<file path="src/design/itt_pkg.sv">
// ----------------------------------------------------------------------------
// itt_pkg
// Types, codes and sizes shared by the idle timeout table modules.
// ----------------------------------------------------------------------------
`timescale 1ns / 1ps
`default_nettype none

package itt_pkg;

	localparam int DEPTH  = 32;
	localparam int LIVE_W = $clog2(DEPTH + 1);
	localparam int IDX_W  = (DEPTH > 1) ? $clog2(DEPTH) : 1;

	localparam logic [15:0] TIMEOUT_RESET = 16'd1000;

	localparam logic [1:0] OP_ADD    = 2'd0;
	localparam logic [1:0] OP_TOUCH  = 2'd1;
	localparam logic [1:0] OP_REMOVE = 2'd2;
	localparam logic [1:0] OP_TICK   = 2'd3;

	localparam logic [2:0] ST_DONE      = 3'd0;
	localparam logic [2:0] ST_EXPIRED   = 3'd1;
	localparam logic [2:0] ST_NOT_FOUND = 3'd2;
	localparam logic [2:0] ST_FULL      = 3'd3;
	localparam logic [2:0] ST_TICK_DONE = 3'd4;

	typedef struct packed {
		logic [1:0]  operation;
		logic [15:0] conn_id;
	} in_item_t;

	typedef struct packed {
		logic [2:0]  status;
		logic [15:0] result_id;
		logic [5:0]  entries_in_use;
		logic        last;
	} out_item_t;

	// what one cell hands to its lower neighbor
	typedef struct packed {
		logic [15:0] id;
		logic [15:0] cnt;
		logic        any_hit;  // a match at this index or above
	} itt_link_t;

	// broadcast from the sequencer to every cell
	typedef struct packed {
		logic              search_clr;
		logic              search_step;
		logic              shift;
		logic              wr_en;
		logic [IDX_W-1:0]  wr_idx;
		logic [15:0]       wr_id;
		logic [15:0]       wr_cnt;
		logic              touch;
		logic              remove;
		logic              found;
		logic [15:0]       key;
		logic [LIVE_W-1:0] live;
	} itt_cmd_t;

endpackage

`default_nettype wire

</file>
<file path="src/design/itt_cell.sv">
// ----------------------------------------------------------------------------
// itt_cell
// One table slot: id, idle counter and the match flag of the search chain.
// ----------------------------------------------------------------------------
`timescale 1ns / 1ps
`default_nettype none

module itt_cell (
	input  wire logic               clk,
	input  wire logic               arst_n,
	input  wire logic [itt_pkg::IDX_W-1:0] idx,
	input  wire itt_pkg::itt_cmd_t  cmd,
	input  wire itt_pkg::itt_link_t up,
	output itt_pkg::itt_link_t      down
);
	import itt_pkg::*;

	logic [15:0] id_q;
	logic [15:0] cnt_q;
	logic        any_hit_q;
	logic        match;
	logic        top_hit;

	assign match   = (id_q == cmd.key) && (LIVE_W'(idx) < cmd.live);
	// nothing matches above, so a set match here is the highest one
	assign top_hit = !up.any_hit;

	always_ff @(posedge clk) begin
		priority if (cmd.wr_en && (cmd.wr_idx == idx)) begin
			id_q  <= cmd.wr_id;
			cnt_q <= cmd.wr_cnt;
		end else if (cmd.shift || (cmd.remove && cmd.found && top_hit)) begin
			id_q  <= up.id;
			cnt_q <= up.cnt;
		end else if (cmd.touch && match && top_hit) begin
			cnt_q <= '0;
		end
	end

	always_ff @(posedge clk or negedge arst_n) begin
		if (!arst_n) begin
			any_hit_q <= 1'b0;
		end else if (cmd.search_clr) begin
			any_hit_q <= 1'b0;
		end else if (cmd.search_step) begin
			any_hit_q <= match | up.any_hit;
		end
	end

	assign down = '{id: id_q, cnt: cnt_q, any_hit: any_hit_q};

endmodule

`default_nettype wire

</file>
<file path="src/design/idle_timeout_table_core.sv">
// ----------------------------------------------------------------------------
// idle_timeout_table_core
// Table of connection ids with idle counters, kept as a chain of slot cells.
//
//  channel  | dir | handshake          | beat
//  in       | in  | in_valid/in_ready  | in_item_t (operation, conn_id)
//  out      | out | out_valid/out_ready| out_item_t (status, id, count, last)
//  apb      | in  | psel/penable/pready| timeout_ticks at offset 0
//
// One item at a time. Touch/remove run a search, the match flag rippling one
// cell per cycle down the chain. Tick rotates the table through cell 0 once.
// Output stalls add cycles only on beats that must be sent. Reset clears the
// entry count; slot contents are not cleared. One output register sits between
// the sequencer and out.
// ----------------------------------------------------------------------------
`timescale 1ns / 1ps
`default_nettype none

module idle_timeout_table_core (
	input  wire logic              clk,
	input  wire logic              arst_n,
	input  wire logic              in_valid,
	output logic                   in_ready,
	input  wire itt_pkg::in_item_t in_data,
	output logic                   out_valid,
	input  wire logic              out_ready,
	output itt_pkg::out_item_t     out_data,
	input  wire logic              psel,
	input  wire logic              penable,
	input  wire logic              pwrite,
	input  wire logic [2:0]        paddr,
	input  wire logic [31:0]       pwdata,
	output logic [31:0]            prdata,
	output logic                   pready
);
	import itt_pkg::*;

	localparam logic [2:0] S_IDLE   = 3'd0;
	localparam logic [2:0] S_ADD    = 3'd1;
	localparam logic [2:0] S_SEARCH = 3'd2;
	localparam logic [2:0] S_RESP   = 3'd3;
	localparam logic [2:0] S_TICK   = 3'd4;
	localparam logic [2:0] S_TEND   = 3'd5;

	logic [2:0]        state_q, state_d;
	logic [1:0]        op_q;
	logic [15:0]       key_q;
	logic [LIVE_W-1:0] live_q, live_d;
	logic [LIVE_W-1:0] step_q, step_d;
	logic [15:0]       timeout_q;
	logic              out_valid_q;
	out_item_t         out_q;

	itt_cmd_t          cmd;
	itt_link_t         lnk [DEPTH+1];
	itt_link_t         head;
	logic [15:0]       head_inc;
	logic              due;
	logic              can_load;
	logic              ld;
	out_item_t         ld_item;
	logic              in_acc;

	// cell chain: cell i reads from i+1 and drives lnk[i]
	assign lnk[DEPTH] = '0;
	for (genvar g = 0; g < DEPTH; g++) begin : g_cell
		itt_cell u_cell (
			.clk    (clk),
			.arst_n (arst_n),
			.idx    (IDX_W'(g)),
			.cmd    (cmd),
			.up     (lnk[g+1]),
			.down   (lnk[g])
		);
	end

	assign head     = lnk[0];
	assign head_inc = (&head.cnt) ? head.cnt : head.cnt + 16'd1;
	assign due      = head_inc >= timeout_q;

	assign in_ready = (state_q == S_IDLE);
	assign in_acc   = in_valid && in_ready;
	assign can_load = !out_valid_q || out_ready;

	always_comb begin
		state_d = state_q;
		live_d  = live_q;
		step_d  = step_q;
		ld      = 1'b0;
		ld_item = '{status: ST_DONE, result_id: key_q, entries_in_use: '0, last: 1'b1};
		cmd             = '0;
		cmd.key         = key_q;
		cmd.live        = live_q;
		cmd.found       = head.any_hit;
		cmd.wr_id       = head.id;
		cmd.wr_cnt      = head_inc;
		cmd.wr_idx      = IDX_W'(live_q - LIVE_W'(1));

		unique case (state_q)
			S_IDLE: begin
				if (in_acc) begin
					cmd.search_clr = 1'b1;
					step_d = '0;
					unique case (in_data.operation)
						OP_ADD:    state_d = S_ADD;
						OP_TOUCH,
						OP_REMOVE: state_d = S_SEARCH;
						OP_TICK: begin
							state_d = S_TICK;
							step_d  = live_q;  // entries left to visit
						end
						default:   state_d = S_IDLE;
					endcase
				end
			end
			S_ADD: begin
				if (can_load) begin
					ld = 1'b1;
					state_d = S_IDLE;
					if (live_q >= LIVE_W'(DEPTH)) begin
						ld_item.status = ST_FULL;
					end else begin
						cmd.wr_en  = 1'b1;
						cmd.wr_idx = IDX_W'(live_q);
						cmd.wr_id  = key_q;
						cmd.wr_cnt = '0;
						live_d     = live_q + LIVE_W'(1);
					end
					ld_item.entries_in_use = 6'(live_d);
				end
			end
			S_SEARCH: begin
				cmd.search_step = 1'b1;
				step_d = step_q + LIVE_W'(1);
				if (step_q == LIVE_W'(DEPTH - 1)) begin
					state_d = S_RESP;
				end
			end
			S_RESP: begin
				if (can_load) begin
					ld = 1'b1;
					state_d = S_IDLE;
					ld_item.status = head.any_hit ? ST_DONE : ST_NOT_FOUND;
					if (op_q == OP_TOUCH) begin
						cmd.touch = 1'b1;
					end else begin
						cmd.remove = 1'b1;
						if (head.any_hit) begin
							live_d = live_q - LIVE_W'(1);
						end
					end
					ld_item.entries_in_use = 6'(live_d);
				end
			end
			S_TICK: begin
				// rotate: head leaves cell 0, kept entries go back in at the tail
				if (step_q == '0) begin
					state_d = S_TEND;
				end else if (due) begin
					if (can_load) begin
						cmd.shift = 1'b1;
						live_d    = live_q - LIVE_W'(1);
						step_d    = step_q - LIVE_W'(1);
						ld        = 1'b1;
						ld_item   = '{status: ST_EXPIRED, result_id: head.id,
							entries_in_use: 6'(live_d), last: 1'b0};
					end
				end else begin
					cmd.shift = 1'b1;
					cmd.wr_en = 1'b1;
					step_d    = step_q - LIVE_W'(1);
				end
			end
			S_TEND: begin
				if (can_load) begin
					ld      = 1'b1;
					state_d = S_IDLE;
					ld_item = '{status: ST_TICK_DONE, result_id: '0,
						entries_in_use: 6'(live_q), last: 1'b1};
				end
			end
			default: state_d = S_IDLE;
		endcase
	end

	always_ff @(posedge clk or negedge arst_n) begin
		if (!arst_n) begin
			state_q     <= S_IDLE;
			live_q      <= '0;
			step_q      <= '0;
			out_valid_q <= 1'b0;
			timeout_q   <= TIMEOUT_RESET;
		end else begin
			state_q <= state_d;
			live_q  <= live_d;
			step_q  <= step_d;
			if (ld) begin
				out_valid_q <= 1'b1;
			end else if (out_ready) begin
				out_valid_q <= 1'b0;
			end
			if (psel && penable && pwrite && pready && !paddr[2]) begin
				timeout_q <= pwdata[15:0];
			end
		end
	end

	always_ff @(posedge clk) begin
		if (in_acc) begin
			op_q  <= in_data.operation;
			key_q <= in_data.conn_id;
		end
		if (ld) begin
			out_q <= ld_item;
		end
	end

	assign out_valid = out_valid_q;
	assign out_data  = out_q;
	assign pready    = 1'b1;
	assign prdata    = paddr[2] ? 32'd0 : {16'd0, timeout_q};

endmodule

`default_nettype wire

</file>
<file path="config.mk">
export PLATFORM = sky130hd
export DESIGN_NAME = idle_timeout_table_core
export DESIGN_NICKNAME = d
export VERILOG_FILES = /design/src/design/itt_pkg.sv /design/src/design/itt_cell.sv /design/src/design/idle_timeout_table_core.sv
export SDC_FILE = /design/constraint.sdc
export NUM_CORES = 2
export LEC_CHECK = 0
export BUFFER_PORTS_ARGS = -buffer_cell sky130_fd_sc_hd__buf_2
export CAP_MARGIN = 15
export CORE_MARGIN = 4
export CORE_UTILIZATION = 25
export CTS_CLUSTER_SIZE = 14
export DETAILED_ROUTE_END_ITERATION = 7
export GPL_TIMING_DRIVEN = 0
export SYNTH_ARGS = -nofsm -noshare
export SYNTH_HDL_FRONTEND = slang
export SYNTH_SLANG_ARGS = --single-unit
</file>
<file path="constraint.sdc">
create_clock -name clk -period 10.9 [get_ports clk]
set_clock_uncertainty 0.1 [all_clocks]
set_input_delay 0 -clock clk [delete_from_list [all_inputs] [get_ports clk]]
set_output_delay 0 -clock clk [all_outputs]
set_load 0.005 [all_outputs]
</file>
==> flow_summary.json <==
{
  "most_common_cell_after_layout_fill_and_taps_aside": "edfxtp_1",
  "route.antenna.remaining_nets": 0,
  "cp.buffers_inverters": 4,
  "slew_worst_pin_ps": 1327,
  "critPathLaunchType": "flip-flop",
  "clock-root-buffer": "clkbuf_16",
  "die_area_um2": 242300,
  "ioPinCount": 121,
  "timing.rr.start": "g_cell[0].u_cell.cnt_q[0]$_DFFE_PP_",
  "synth_top_flop_cell": "edfxtp_1",
  "post-route-min-period_ps": 6447,
  "critical_path_depth": 17,
  "cell_internal_pwr_mw": 11.45,
  "timing.setup.tns_ps": 0,
  "fraction_of_the_yosys_area_taken_by_sequential_cells": 0.5745,
  "synth_seq_cells": 1132,
  "avgViaCountPerCell": 4.860,
  "timing.critical_path.max_delay_family": "simple AND/OR/NAND/NOR gates",
  "start_util": 0.2516,
  "rows": 177,
  "totalWireLength_um": 205500,
  "setup.reg_to_reg.worst_slack_ps": 4450,
  "dp_slack_ps": 4519,
  "ys_async_sr_fraction": 0.05654,
  "yosys_warnings": 0,
  "postLayoutSetupSlackWorst_ps": 4453,
  "layout_common_cells": "edfxtp_1 (1068), nand2_1 (635), mux2i_1 (385)",
  "cap_violations": 0,
  "io_buffers": 84,
  "clk_pin_slew_worst_paths_ps": 60,
  "global_route.overflow_total": 0,
  "detailedRoute.firstPassIterationCount": 8,
  "final_hold_viol_count": 0,
  "switchingPower_mw": 8.040,
  "die_w_um": 492.2,
  "number_of_remaining_drc_errors": 6,
  "worst_path_most_repeated_cell": "buf_2",
  "power_leakage_nw": 23.87,
  "final_net_count": 5182,
  "nFillCells": 23687,
  "number_of_enable_type_register_cells_in_the_synthesized_netlist": 1068,
  "netlist_area_um2": 58620,
  "cp-endpoint": "g_cell[22].u_cell.cnt_q[12]$_DFFE_PP_",
  "achievable-frequency_mhz": 155.1,
  "final-max-slew-violation-count": 0,
  "crit_type": "reg -> reg",
  "critical_path.slowest_cell": "nor4_1",
  "outcome": "complete, but fails checks",
  "vias": 40452,
  "finalWeightedCongestion": 0.9834,
  "total_power_mw": 19.49,
  "ir_drop_mv": 0.1459,
  "power_switching_share": 0.4125,
  "slew_headroom": 0.1154,
  "cts.sinks": 1132,
  "dp_hpwl_um": 158800,
  "critical_path_arrival_ps": 6600,
  "cpPeakStageDelay_ps": 620,
  "core_um2": 233000,
  "cts_buffers": 117,
  "power_frac_comb": 0.388,
  "post-cts-setup-buffers": 0,
  "synth_cell_types": 83,
  "clk_latency_ps": 750,
  "finalSetupViolCount": 0,
  "reg2reg_depth": 17,
  "violation_count_after_the_first_detailed_route_iteration": 4723,
  "violations": "design-rule violations",
  "pwr-share-seq": 0.402,
  "power-per-cell-area_nw_per_um2": 285.6,
  "period_share": 0.5914,
  "tritoncts": "done",
  "syn_area_per_cell_um2": 12.33,
  "detail_route.wl_per_cell_um": 24.69,
  "worstSetupStartpoint": "g_cell[0].u_cell.cnt_q[0]$_DFFE_PP_",
  "final_layout_size_suffix_gt1_frac": 0.1723,
  "power.share.clock": 0.209,
  "clockBufferDepth": 3,
  "r2r_end": "g_cell[22].u_cell.cnt_q[12]$_DFFE_PP_",
  "area_delta_synth_final_pct": 16.43,
  "path_cells": "nand3_1 -> nor4_1 -> and3_1 -> and3_1 -> a31oi_1 -> ha_1 -> nand4_1 -> nor3_1 -> nor4b_2 -> or3_1 -> clkbuf_1 -> buf_2 -> buf_2 -> a21oi_1 -> buf_2 -> nor2_1 -> nand3_1",
  "hold_class": "in -> reg",
  "grt_start_max_net_pins": 59,
  "global_route_wire_length_before_repair_um": 288100,
  "multi_input_logic_area_um2": 22970,
  "critical_path_required_ps": 11050,
  "end_kind": "flip-flop",
  "antenna_found_initial": 10,
  "final-seq-area_um2": 33680,
  "setup_repair_after_global_routing_missed_its_margin": "no",
  "die_h_um": 492.2,
  "grt_pass1_vias": 39852,
  "clock_tree.htree_level_count": 3,
  "worstPathMaxFanout": 16,
  "groute.usage.overall": 0.1636,
  "synthCells": 4755
}
==> cell usage after synthesis, types with 4 or more instances <==
cell type	count	area share
clkbuf_1	200	0.013
o211ai_1	12	0.0015
dfrtp_1	58	0.025
o21ai_2	25	0.0037
ha_1	27	0.0058
o2111ai_1	8	0.0012
o31ai_1	10	0.0013
buf_4	48	0.0061
or3_1	18	0.0019
mux2_2	299	0.057
a21oi_1	68	0.0058
nor3_1	32	0.0027
xnor2_1	273	0.041
nand4_1	69	0.0074
inv_1	48	0.0031
a211oi_1	4	0.00051
nand2_1	635	0.041
and3_1	13	0.0014
xor2_1	260	0.039
nand3_1	192	0.016
mux2i_1	385	0.066
buf_1	48	0.0031
o21ai_1	7	0.00060
o311ai_0	8	0.0012
a211o_1	7	0.0010
o21ai_0	270	0.023
buf_2	87	0.0074
nand2b_1	17	0.0018
or2_2	20	0.0021
o21a_1	4	0.00051
nor2b_1	9	0.00096
nor4_1	74	0.0079
mux2_1	73	0.014
a31oi_1	49	0.0052
nor3_4	14	0.0039
nor2_1	178	0.011
dfstp_2	6	0.0027
edfxtp_1	1068	0.55
buf_6	15	0.0029
mux2_4	48	0.012
==> registers in the layout, summed over array words and instances, names as in the netlist, 2 cells and up <==
name and count:
live_q 6, key_q 16, step_q 6, g_cell.u_cell.any_hit_q 32, state_q 3, g_cell.u_cell.cnt_q 512
out_data 26, g_cell.u_cell.id_q 512, timeout_q 16, op_q 2
==> layer usage <==
metal  wire [um]  GRT usage  vias to the layer above  part of all wire
li1            -          -                    17914                 -
met3       17700    0.02898                      373             0.086
met5         275          0                        -            0.0013
met1       83430     0.2127                    20118              0.41
met2       94460     0.2653                     2039              0.46
met4        9686    0.07472                        8             0.047
==> final cells by class <==
cell class,count,area share
repair buffers,205,0.02647
inverters,51,0.002805
multi-input cells,3189,0.3365
clock buffers,145,0.04519
clock inverters,69,0.01006
plain buffers,398,0.02799
well taps,3132,0.05741
diodes,3,0.0001100
flip-flops and latches,1132,0.4934
==> worst min-delay path, delay by kind of cell <==
| family | cells | cell delay (ps) |
|---|---|---|
| simple gates | 1 | 100 |
| compound gates | 1 | 100 |
| buf+inv | 2 | 670 |
==> cell families (layout without fill, tap and decap cells) <==
kind of cell | after synthesis | after routing | synth area share
other cells | 2 | 20 | 0.0001281
compound gates | 513 | 513 | 0.05282
simple gates | 1293 | 1293 | 0.1017
mux | 805 | 805 | 0.1495
fa+ha+maj | 28 | 28 | 0.006104
buf+inv | 449 | 868 | 0.03560
xor+xnor | 533 | 533 | 0.07963
flops | 1132 | 1132 | 0.5745
==> power by group through the flow <==
| stage | clock (mW) | sequential [mW] | combinational (mW) |
|---|---|---|---|
| 2_1_floorplan | 0 | 7.58 | 4.41 |
| 3_3_place_gp | 0 | 7.88 | 7.18 |
| 3_5_place_dp | 0 | 7.88 | 7.36 |
| 4_1_cts | 4.12 | 7.81 | 7.42 |
| 5_1_grt | 4.29 | 7.96 | 8.01 |
| 6_report | 4.08 | 7.84 | 7.57 |
==> through the flow <==
stage | instance area, um2 | utilization | cells | hold WS (ps)
after global routing | 68250 | 0.2929 | 8322 | 89.59
final | 68260 | 0.2930 | 8324 | 95.10
after detailed placement | 63630 | 0.2731 | 8025 | -259.8
after floorplan | 58680 | - | 4770 | -395.6
after CTS | 68170 | 0.2926 | 8316 | 34.29
after global placement | 63020 | 0.2705 | 7986 | 78.63
==> timing repair <==
action,in CTS,in global routing
endpoints found under the hold margin,107,0
gates resized for setup,0,0
hold buffers,77,0
==> worst min-delay path by stage <==
stage	start	slack, ps	cells after the start	endpoint
finish	in_valid	100	4	state_q[1]$_DFFE_PN0P_
global route	in_valid	90	4	state_q[1]$_DFFE_PN0P_
CTS	in_valid	30	4	state_q[1]$_DFFE_PN0P_
detailed placement	arst_n	-260	1	state_q[1]$_DFFE_PN0P_
global placement	in_data[14]	80	1	key_q[14]$_DFFE_PP_
floorplan	arst_n	-400	0	g_cell[0].u_cell.any_hit_q$_DFFE_PN0P_
No activity file was read; power rests on OpenSTA's default activity.
